===== src/rtl/core/twl_pkg.sv =====
// Shared constants and codes of the timed wait list.
`timescale 1ns / 1ps
package twl_pkg;

  localparam int unsigned TWL_DEPTH = 16;

  localparam int unsigned KindW = 2;
  localparam int unsigned TidW  = 16;
  localparam int unsigned TmoW  = 16;
  localparam int unsigned ResW  = 3;
  localparam int unsigned OccW  = 5;

  // Input item kinds
  localparam logic [KindW-1:0] KIND_ADD    = 2'd0;
  localparam logic [KindW-1:0] KIND_TICK   = 2'd1;
  localparam logic [KindW-1:0] KIND_POP    = 2'd2;
  localparam logic [KindW-1:0] KIND_REMOVE = 2'd3;

  // Result item kinds
  localparam logic [ResW-1:0] RES_ADDED     = 3'd0;
  localparam logic [ResW-1:0] RES_FULL      = 3'd1;
  localparam logic [ResW-1:0] RES_TIMED_OUT = 3'd2;
  localparam logic [ResW-1:0] RES_POPPED    = 3'd3;
  localparam logic [ResW-1:0] RES_EMPTY     = 3'd4;
  localparam logic [ResW-1:0] RES_REMOVED   = 3'd5;
  localparam logic [ResW-1:0] RES_NOT_FOUND = 3'd6;

endpackage


===== src/rtl/core/timed_wait_list.sv =====
// Timed wait list: ordered list of blocked threads with per-entry tick timeouts.
`timescale 1ns / 1ps
// The list lives compacted in one RAM (thread id and remaining ticks per
// entry, head at slot 0) with a registered read. An add writes its entry
// as it is accepted. A tick, pop or remove streams every stored entry
// through the single RAM read port once, reading slot r while writing kept
// entries back to slot w <= r. The walk pauses while a second release
// waits behind a full output register. A tick that releases nothing gives
// no result; every other item gives at least one, and the final result of
// an item has last set. No clearing pass is needed after reset.
module timed_wait_list
  import twl_pkg::*;
#(
  parameter int unsigned DEPTH = TWL_DEPTH
) (
  input  logic             clk_i,
  input  logic             rst_ni,
  input  logic             in_valid_i,
  output logic             in_ready_o,
  input  logic [KindW-1:0] kind_i,
  input  logic [TidW-1:0]  thread_id_i,
  input  logic [TmoW-1:0]  timeout_i,
  output logic             out_valid_o,
  input  logic             out_ready_i,
  output logic [ResW-1:0]  result_kind_o,
  output logic [TidW-1:0]  thread_id_out_o,
  output logic [OccW-1:0]  occupancy_o,
  output logic             last_o
);

  localparam int unsigned AW = (DEPTH > 1) ? $clog2(DEPTH) : 1;
  localparam int unsigned CW = $clog2(DEPTH + 1);
  localparam int unsigned DW = TidW + TmoW;

  localparam logic [1:0] ST_IDLE  = 2'd0;
  localparam logic [1:0] ST_START = 2'd1;
  localparam logic [1:0] ST_WALK  = 2'd2;
  localparam logic [1:0] ST_FIN   = 2'd3;

  logic [1:0]       state_q, state_d;
  logic [KindW-1:0] op_q, op_d;
  logic [TidW-1:0]  tid_q, tid_d;
  logic [CW-1:0]    n_q, n_d;
  logic [CW-1:0]    cnt_q, cnt_d;
  logic [CW-1:0]    rp_q, rp_d;
  logic [CW-1:0]    wp_q, wp_d;
  logic             found_q, found_d;

  logic             pend_valid_q, pend_valid_d;
  logic [ResW-1:0]  pend_kind_q, pend_kind_d;
  logic [TidW-1:0]  pend_tid_q, pend_tid_d;
  logic [OccW-1:0]  pend_occ_q, pend_occ_d;

  logic             out_valid_q, out_valid_d;
  logic [ResW-1:0]  out_kind_q, out_kind_d;
  logic [TidW-1:0]  out_tid_q, out_tid_d;
  logic [OccW-1:0]  out_occ_q, out_occ_d;
  logic             out_last_q, out_last_d;

  logic             ram_we;
  logic [AW-1:0]    ram_waddr, ram_raddr;
  logic [DW-1:0]    ram_wdata, ram_rdata;

  logic [TidW-1:0]  ent_tid;
  logic [TmoW-1:0]  ent_ticks, new_ticks;
  logic [CW-1:0]    rp_inc, cnt_dec;
  logic             out_free, in_walk, drop, blocked, advance, accept;
  logic             has_room;
  logic [ResW-1:0]  drop_kind;

  assign ent_tid   = ram_rdata[DW-1:TmoW];
  assign ent_ticks = ram_rdata[TmoW-1:0];
  assign rp_inc    = rp_q + CW'(1);
  assign cnt_dec   = cnt_q - CW'(1);
  assign has_room  = (cnt_q < CW'(DEPTH));

  assign in_ready_o = (state_q == ST_IDLE);
  assign accept     = in_valid_i && in_ready_o;
  assign out_free   = !out_valid_q || out_ready_i;
  assign in_walk    = (state_q == ST_WALK) && (rp_q != n_q);

  always_comb begin
    drop      = 1'b0;
    drop_kind = RES_TIMED_OUT;
    case (op_q)
      KIND_TICK: begin
        drop      = (ent_ticks == TmoW'(1));
        drop_kind = RES_TIMED_OUT;
      end
      KIND_POP: begin
        drop      = (rp_q == '0);
        drop_kind = RES_POPPED;
      end
      KIND_REMOVE: begin
        drop      = !found_q && (ent_tid == tid_q);
        drop_kind = RES_REMOVED;
      end
      default: begin
        drop      = 1'b0;
        drop_kind = RES_TIMED_OUT;
      end
    endcase
  end

  // A second release needs the pending result moved out first.
  assign blocked = drop && pend_valid_q && !out_free;
  assign advance = in_walk && !blocked;

  assign new_ticks = ((op_q == KIND_TICK) && (ent_ticks != '0)) ? ent_ticks - TmoW'(1)
                                                                 : ent_ticks;

  always_comb begin
    if (state_q == ST_START) begin
      ram_raddr = '0;
    end else if (advance) begin
      ram_raddr = rp_inc[AW-1:0];
    end else begin
      ram_raddr = rp_q[AW-1:0];
    end
  end

  always_comb begin
    if (state_q == ST_IDLE) begin
      ram_we    = accept && (kind_i == KIND_ADD) && has_room;
      ram_waddr = cnt_q[AW-1:0];
      ram_wdata = {thread_id_i, timeout_i};
    end else begin
      ram_we    = advance && !drop;
      ram_waddr = wp_q[AW-1:0];
      ram_wdata = {ent_tid, new_ticks};
    end
  end

  twl_ram #(
    .Width (DW),
    .Depth (DEPTH)
  ) u_ram (
    .clk_i   (clk_i),
    .we_i    (ram_we),
    .waddr_i (ram_waddr),
    .wdata_i (ram_wdata),
    .raddr_i (ram_raddr),
    .rdata_o (ram_rdata)
  );

  always_comb begin
    state_d      = state_q;
    op_d         = op_q;
    tid_d        = tid_q;
    n_d          = n_q;
    cnt_d        = cnt_q;
    rp_d         = rp_q;
    wp_d         = wp_q;
    found_d      = found_q;
    pend_valid_d = pend_valid_q;
    pend_kind_d  = pend_kind_q;
    pend_tid_d   = pend_tid_q;
    pend_occ_d   = pend_occ_q;
    out_valid_d  = out_valid_q && !out_ready_i;
    out_kind_d   = out_kind_q;
    out_tid_d    = out_tid_q;
    out_occ_d    = out_occ_q;
    out_last_d   = out_last_q;

    unique case (state_q)
      ST_IDLE: begin
        if (accept) begin
          op_d  = kind_i;
          tid_d = thread_id_i;
          if (kind_i == KIND_ADD) begin
            pend_valid_d = 1'b1;
            pend_tid_d   = thread_id_i;
            if (has_room) begin
              cnt_d       = cnt_q + CW'(1);
              pend_kind_d = RES_ADDED;
              pend_occ_d  = OccW'(cnt_q + CW'(1));
            end else begin
              pend_kind_d = RES_FULL;
              pend_occ_d  = OccW'(cnt_q);
            end
            state_d = ST_FIN;
          end else begin
            n_d     = cnt_q;
            rp_d    = '0;
            wp_d    = '0;
            found_d = 1'b0;
            state_d = ST_START;
          end
        end
      end
      ST_START: begin
        state_d = ST_WALK;
      end
      ST_WALK: begin
        if (rp_q == n_q) begin
          state_d = ST_FIN;
        end else if (advance) begin
          rp_d = rp_inc;
          if (drop) begin
            cnt_d   = cnt_dec;
            found_d = 1'b1;
            if (pend_valid_q) begin
              out_valid_d = 1'b1;
              out_kind_d  = pend_kind_q;
              out_tid_d   = pend_tid_q;
              out_occ_d   = pend_occ_q;
              out_last_d  = 1'b0;
            end
            pend_valid_d = 1'b1;
            pend_kind_d  = drop_kind;
            pend_tid_d   = ent_tid;
            pend_occ_d   = OccW'(cnt_dec);
          end else begin
            wp_d = wp_q + CW'(1);
          end
        end
      end
      ST_FIN: begin
        if (pend_valid_q) begin
          if (out_free) begin
            out_valid_d  = 1'b1;
            out_kind_d   = pend_kind_q;
            out_tid_d    = pend_tid_q;
            out_occ_d    = pend_occ_q;
            out_last_d   = 1'b1;
            pend_valid_d = 1'b0;
            state_d      = ST_IDLE;
          end
        end else if ((op_q == KIND_POP) || (op_q == KIND_REMOVE)) begin
          if (out_free) begin
            out_valid_d = 1'b1;
            out_kind_d  = (op_q == KIND_POP) ? RES_EMPTY : RES_NOT_FOUND;
            out_tid_d   = (op_q == KIND_POP) ? '0 : tid_q;
            out_occ_d   = OccW'(cnt_q);
            out_last_d  = 1'b1;
            state_d     = ST_IDLE;
          end
        end else begin
          // Tick that released nothing: drop silently
          state_d = ST_IDLE;
        end
      end
      default: begin
        state_d = ST_IDLE;
      end
    endcase
  end

  always_ff @(posedge clk_i or negedge rst_ni) begin
    if (!rst_ni) begin
      state_q      <= ST_IDLE;
      cnt_q        <= '0;
      pend_valid_q <= 1'b0;
      out_valid_q  <= 1'b0;
    end else begin
      state_q      <= state_d;
      cnt_q        <= cnt_d;
      pend_valid_q <= pend_valid_d;
      out_valid_q  <= out_valid_d;
    end
  end

  always_ff @(posedge clk_i) begin
    op_q        <= op_d;
    tid_q       <= tid_d;
    n_q         <= n_d;
    rp_q        <= rp_d;
    wp_q        <= wp_d;
    found_q     <= found_d;
    pend_kind_q <= pend_kind_d;
    pend_tid_q  <= pend_tid_d;
    pend_occ_q  <= pend_occ_d;
    out_kind_q  <= out_kind_d;
    out_tid_q   <= out_tid_d;
    out_occ_q   <= out_occ_d;
    out_last_q  <= out_last_d;
  end

  assign out_valid_o     = out_valid_q;
  assign result_kind_o   = out_kind_q;
  assign thread_id_out_o = out_tid_q;
  assign occupancy_o     = out_occ_q;
  assign last_o          = out_last_q;

endmodule


===== src/rtl/core/twl_ram.sv =====
// Generic single-write, single-read RAM with registered read data.
`timescale 1ns / 1ps
module twl_ram #(
  parameter int unsigned Width = 32,
  parameter int unsigned Depth = 16,
  localparam int unsigned AddrW = (Depth > 1) ? $clog2(Depth) : 1
) (
  input  logic             clk_i,
  input  logic             we_i,
  input  logic [AddrW-1:0] waddr_i,
  input  logic [Width-1:0] wdata_i,
  input  logic [AddrW-1:0] raddr_i,
  output logic [Width-1:0] rdata_o
);

  logic [Width-1:0] mem_q [Depth];

  always_ff @(posedge clk_i) begin
    if (we_i) begin
      mem_q[waddr_i] <= wdata_i;
    end
    rdata_o <= mem_q[raddr_i];
  end

endmodule


===== config.mk =====
export PLATFORM = sky130hd
export DESIGN_NAME = timed_wait_list
export DESIGN_NICKNAME = d
export VERILOG_FILES = /design/src/rtl/core/twl_pkg.sv /design/src/rtl/core/timed_wait_list.sv /design/src/rtl/core/twl_ram.sv
export SDC_FILE = /design/constraint.sdc
export NUM_CORES = 1
export LEC_CHECK = 0
export ABC_AREA = 1
export BUFFER_PORTS_ARGS = -buffer_cell sky130_fd_sc_hd__buf_4
export CAP_MARGIN = 20
export CORE_UTILIZATION = 45
export CTS_BUF_LIST = sky130_fd_sc_hd__clkbuf_2 sky130_fd_sc_hd__clkbuf_4 sky130_fd_sc_hd__clkbuf_8
export DETAILED_ROUTE_END_ITERATION = 12
export PLACE_DENSITY = 0.68
export SYNTH_ARGS = -nofsm -noshare
export SYNTH_HDL_FRONTEND = slang
export SYNTH_SLANG_ARGS = --single-unit
export TNS_END_PERCENT = 10

===== constraint.sdc =====
create_clock -name clk_i -period 6.14 [get_ports clk_i]
set_input_delay 0.307 -clock clk_i [delete_from_list [all_inputs] [get_ports clk_i]]
set_output_delay 0.307 -clock clk_i [all_outputs]
set_load 0.005 [all_outputs]

Yosys cells after proc, flatten, opt, wreduce, memory -nomap -nowiden. Memory sizes are Yosys's and may differ from the RTL's. A register that Yosys moved wholly into a read port is not among the register bits. Index checks and enable logic that the tools add are counted. W data, S select, Z words.

$add $sub $neg: 5. Magnitude comparators: 1. Equal/unequal tests: 21. Muxes and demuxes: 102. Bitwise operators: 1. Reductions and logical operators: 36.

Operators with widths (number): $mux W16 (15); $mux W5 (21); $pmux W16 S2 (2); $pmux W5 S2 (4); $mux W3 (13); $mux W32 (1); $reduce_and A6 Y1 (5); $mux W1 (27); $pmux W3 S2 (3); $eq A16 B1 Y1 const B (1); $eq A16 B16 Y1 (1); $reduce_bool A16 Y1 (1); $sub A16 B1 Y16 const B (1); $add A5 B1 Y5 const B (3); $mux W2 (7); $ne A2 B2 Y1 const B (7); $mux W4 (3); $logic_and A1 B1 Y1 (11); $eq A2 B2 Y1 const B (4); $pmux W2 S4 (1); $reduce_and A7 Y1 (1); $logic_not A1 Y1 (6); $ne A2 B1 Y1 const B (3); $pmux W1 S2 (3); other kinds (16) (22).

Flip-flop bits (word level): 92. RAM bits: 512. Bits of input ports: 38. Output and inout port bits: 27. Logic and storage cells: 184. Memories kept: 1.

Memories: u_ram.mem_q (words 16, bits a word 32, rd ports 1, clocked after Yosys merged registers in 1, write ports 1, RTL line twl_ram.sv:16) `logic [Width-1:0] mem_q [Depth];`.

Longest topological paths before layout.
Depth in word-level cells: 11. Gate-level depth with buffers: 19. Depth with buffers taken out: 17.

Modules after synthesis. A second synthesis with hierarchy kept.

Cell total of the unflattened synthesis: 2732. Area total of the unflattened synthesis: 27911.8 um^2.

Modules (own cells, without submodules): twl_ram (times used 1, cells each 2120, area each 22730.6 um^2, seq. area each 16015.4 um^2); timed_wait_list (times used 1, cells each 612, area each 5181.2 um^2, seq. area each 2687.6 um^2).

Worst setup path after synthesis. OpenSTA, ideal clock, no wires.

Path kind: reg-to-reg. Start: register state_q[1]. End: memory u_ram.mem_q[15][0] (enable). Setup time: 0.461 ns. Arrival time: 4.294 ns. Data required time: 5.679 ns. Path slack: 1.384 ns. Stages on the path, launching flop included: 9. Buffers on the path: 1. Clock period less this slack: 4.756 ns. Cell sequence: dfrtp_1 -> nor2_1 -> inv_1 -> clkbuf_1 -> nor2_1 -> nand3_1 -> nand2_1 -> inv_1 -> nor3_1.

Longest elaborated chain between the ends: 7. Elaborated cells on any way between the ends: 12. Those cells by class: eq/ne (1); mux (4); reduce/logical (7).

Ends and longest elaborated chain: start, declared (RTL line timed_wait_list.sv:40) `logic [1:0] state_q, state_d;`; start signal, assigned (RTL line timed_wait_list.sv:256) `state_q <= state_d;`; $eq A2 B2 Y1 or $logic_not A2 Y1 (tied branches) (RTL line timed_wait_list.sv:80, timed_wait_list.sv:77, timed_wait_list.sv:123); $logic_and A1 B1 Y1, on equally long branches (RTL line timed_wait_list.sv:80, timed_wait_list.sv:78); $logic_and A1 B1 Y1, on equally long branches (RTL line timed_wait_list.sv:107, timed_wait_list.sv:124); $logic_and A1 B1 Y1, on equally long branches (RTL line timed_wait_list.sv:128, timed_wait_list.sv:124); $mux W1 (RTL line timed_wait_list.sv:123) `if (state_q == ST_IDLE) begin`; $mux W1 (RTL line twl_ram.sv:19) `if (we_i) begin`; $mux W1 (implied by the code) (RTL line twl_ram.sv:20) `mem_q[waddr_i] <= wdata_i;`; end, declared (RTL line twl_ram.sv:16).

Several ways; a longest one is shown, not always the timed one.

Final worst setup path.
Start: register u_ram.rdata_o[9] (read register of u_ram.mem_q). End: register u_ram.rdata_o[21] (read register of u_ram.mem_q).

Longest elaborated chain between the ends: 8.

Ends and longest elaborated chain: start, declared (RTL line twl_ram.sv:13) `output logic [Width-1:0] rdata_o`; $eq A16 B1 Y1 (RTL line timed_wait_list.sv:87) `drop = (ent_ticks == TmoW'(1));`; $pmux W1 S3 (RTL line timed_wait_list.sv:85) `case (op_q)`; $logic_and A1 B1 Y1 (2 in a row) (RTL line timed_wait_list.sv:106) `assign blocked = drop && pend_valid_q && !out_free;`; $logic_not A1 Y1 (RTL line timed_wait_list.sv:107) `assign advance = in_walk && !blocked;`; $logic_and A1 B1 Y1 (RTL line timed_wait_list.sv:107); $mux W4 (RTL line timed_wait_list.sv:115) `end else if (advance) begin`; $mux W4 (RTL line timed_wait_list.sv:113) `if (state_q == ST_START) begin`.

No other way between the ends. A chain may end at the register's enable or synchronous reset.

==> impl_summary.txt <==
----------------------------------------------------
[Hold path]
  Start point of the worst min-delay path ... timeout_i[8]
  Class of the tightest hold or removal check ... in2reg
  Min-Delay Endpoint ... u_ram.mem_q[12][8]
  Worst Hold Depth ... 3

[Drt]
  DRT Pass-1 Iters ... 7
  Via-per-instance ratio ... 5.48
  Routed wire per std cell ... 19.3 µm
  Detailed router's first-iteration violation count ... between 2k and 2.5k
  Residual DRC ... 0
  Detail Route Antenna Nets ... 0
  Number of vias after detailed routing ... 20.9k
  Total detailed-routing wirelength ... 73.8 mm

[Synth]
  Xor and xnor area share after synthesis ... 0.640%
  Synth Flop Type ... edfxtp_1
  Post-synth EDFFs ... 594
  Fraction of registers with async set/reset ... between 1 and 1.5%
  Syn_nets ... around 2.9k
  Post-synth top cells ... 594 x edfxtp_1, 590 x inv_1, 468 x nand3_1
  Top cell type by total area after synthesis ... edfxtp_1
  Simple logic cell fraction of the synthesized area ... a little over a fifth
  Number of synthesis warnings ... 0
  Number of flip-flops and latches in the synthesized netlist ... 635
  Synthesized instance count ... 2812
  Mean instance size in the synthesized netlist ... just over 10 µm²
  Compound-gate portion of the synthesized area ... 1.83%
  Most frequent cell after synthesis ... edfxtp_1
  Post-Syn Area ... 28700 µm²
  Synth cell types ... 41
  Synth top area cells ... edfxtp_1 62%, nand3_1 8.2%, inv_1 7.7%, nand4_1 5.8%, nand2_1 5.7%
  Sequential share of the synthesized area ... between 60 and 70%
  Post-synth top area share ... 62.1%
  Combinational family with the most area after synthesis ... simple AND/OR/NAND/NOR gates
  Multiplexer share of the synthesized area ... 0%
  Post-Synth Adder-Cell Area ... less than 1%

[Die]
  Number of placed I/O pins ... 65
  Die ar. ... between 60000 and 70000 µm²
  Std cell rows ... 92
  Starting utilization of the core area ... a little under half
  CORE AREA ... 63100 µm²
  Width of the die ... 255 µm
  Die Height ... between 200 and 300 µm

[Power]
  Peak supply drop ... 0.000628 V
  Leak pwr ... 13.7 nW
  PD cells ... between 600 and 700 nW/µm²
  Overall power ... 0.0198 W

[Critical path]
  WP data required ... 6.68 ns
  R2R depth ... 15
  Critical Path End Type ... flop
  Maximum fanout encountered on the critical timing path ... 176
  End of the worst register-to-register path ... u_ram.rdata_o[21]
  Reg2reg setup slack ... 1.97 ns
  Kind of critical path ... reg2reg
  Startpoint class of the critical path ... flop
  Crit Reg-Reg Startpoint ... u_ram.rdata_o[9]
  Crit path arrival time ... between 4 and 5 ns

[Place]
  Cell area after placement ... 30100 µm²
  Post-placement worst setup slack ... 2.13 ns
  HPWL Detailed ... 39.0 mm
  Input/output buffers ... 64
  Last weighted congestion value of the routability-driven placer ... 0.879

[STA]
  Clock Skew ... 0.0274 ns
  Sum of negative setup slack ... 0 ns
  Smallest setup slack after layout ... 1.97 ns
  Shortest clock period the worst path allows after layout ... 4.17 ns
  Setup repair after global routing missed its margin ... false
  Max frequency ... approximately 240 MHz
  Slew headroom ... between 20% and 30%
  Final-report hold violation count ... 0
  Final clock period utilization by the worst path ... 67.9%
  Number of setup violations in the final report ... 0
  Final slew viol count ... 0
  Slew @ Worst Pin ... about 1.1 ns

[Finish]
  Filler cell count ... between 5k and 6k
  Layout cell share with drive strength beyond 1 ... around 11%
  Final core utilization ... between 50% and 60%
  Area of all placed cells without fillers ... 32400 µm²
  Final Net Count ... 2936
  Synthesis-to-finish area growth ... 12.8%

[Clock tree]
  Clock-pin slew on the worst setup and hold paths ... 0.06 ns
  Buffer levels on the longest clock path ... 3
  H-tree depth reported by CTS ... 3
  Number of buffers inserted during clock tree synthesis ... around 100
  Setup Fix Bufs, Post-CTS ... 0
  CTS tree ... done
  Insertion delay of the later-clocked pin in the worst-skew pair ... just over 0.7 ns
  Clock tree root driver cell ... clkbuf_8
  TritonCTS sink count ... 635

[GRT]
  First-pass GRT wire length ... about 110 mm
  Total global-route track usage ... 23.0%
  Number of global-route vias before repair ... 20.6k
  Pin count of the biggest net entering global routing ... 177
  Antenna violations before repair ... 1
  Remaining Overflow, GRT ... 0

[Run status]
  Status ... completed

[Flow run]
  Maximum capacitance violations ... 0

----------------------------------------------------
## layer usage
layer  GRT usage, %  vias to the layer above  share of wire, %
met5              0                        -                 0
met4           9.34                        0               3.0
met3           3.81                      165               8.5
met2           37.4                     1016                47
met1           30.7                    10100                42
li1               -                     9678                 -
## kinds of logic (layout without fill, tap and decap cells)
| logic type | count (synthesis) | after routing |
|---|---|---|
| adders and majority gates | 7 | 7 |
| and+or+nand+nor | 1278 | 1278 |
| other | 0 | 1 |
| AOI/OAI and AO/OA | 97 | 97 |
| xor gates and xnor gates | 21 | 21 |
| DFF | 635 | 635 |
| buffers and inverters | 774 | 935 |
## layout by cell type (no fill, tap or decap), types with 4 or more instances in the layout
cell type        n
a21oi_1          7
a31oi_1          6
buf_4          126
clkbuf_4        35
clkbuf_8       113
clkinv_1        26
clkinv_2        11
dfrtp_1          9
dfxtp_1         32
dlygate4sd3_1   22
edfxtp_1       594
ha_1             7
inv_1          589
nand2_1        437
nand3_1        467
nand4_1        265
nor2_1          64
nor2_4          13
nor3_1           9
nor3_2           4
o21ai_0         70
o21ai_1          4
xnor2_1          5
xor2_1          16
## how the worst max path moves through the flow
stage                                start  slack (ns)            endpoint  cells past startpoint
final                     u_ram.rdata_o[9]        1.97   u_ram.rdata_o[21]                     15
after global routing               op_q[1]        1.68   u_ram.rdata_o[21]                     15
after CTS                          op_q[1]        2.10   u_ram.rdata_o[21]                     15
after detailed placement           op_q[1]        2.13   u_ram.rdata_o[21]                     15
after global placement             op_q[1]        2.21   u_ram.rdata_o[21]                     15
after floorplan                 state_q[1]        1.38  u_ram.mem_q[15][0]                      8
## power breakdown
part	internal [W]	switching, W
Combinational	0.00253	0.00665
Clock	0.00197	0.00163
Sequential	0.00661	0.000367
## sequential cells by signal, summed over array words and instances, names as in the netlist, 3 cells and up
name,flops
result_kind_o,3
pend_occ_q,5
rp_q,5
u_ram.mem_q,512
pend_tid_q,16
tid_q,16
occupancy_o,5
cnt_q,5
wp_q,4
u_ram.rdata_o,32
thread_id_out_o,16
pend_kind_q,3
n_q,5
## layout make-up
cell class / count / area (µm²) / share of cell area [%]
flip-flops and latches: 635 / 18700 / 57.7
inverters: 596 / 2250 / 6.93
multi-input cells: 1403 / 7110 / 21.9
repair buffers: 152 / 1240 / 3.83
clock inverters: 40 / 229 / 0.707
well taps: 846 / 1060 / 3.27
clock buffers: 147 / 1800 / 5.57
diodes: 1 / 2.50 / 0.00773
## critical path, stage by stage, from the launching register on
cell,delay [ns]
dfxtp_1,0.40
nor2_1,0.23
nand4_1,0.32
nor2_1,0.35
nor2_1,0.09
nand2_2,0.10
nand3_2,0.13
nand2_4,0.17
nand2_8,0.52
nand3_4,0.26
buf_12,0.46
nand2_1,0.12
nand3_1,0.11
nand3_1,0.09
nand3_1,0.17
nand2_1,0.17
## timing repair
action                                 4_1_cts  5_1_grt
endpoints found under the hold margin       45        0
resized for setup                            0        0
hold buffers                                22        0
## stage by stage
step / hold WS, ns / cells
after floorplan: 0.0114 / 2812
final: 0.0931 / 3820
after global placement: 0.137 / 3601
after CTS: 0.0395 / 3814
after global routing: 0.0898 / 3820
after detailed placement: 0.144 / 3605
No activity file was read; power rests on OpenSTA's default activity.
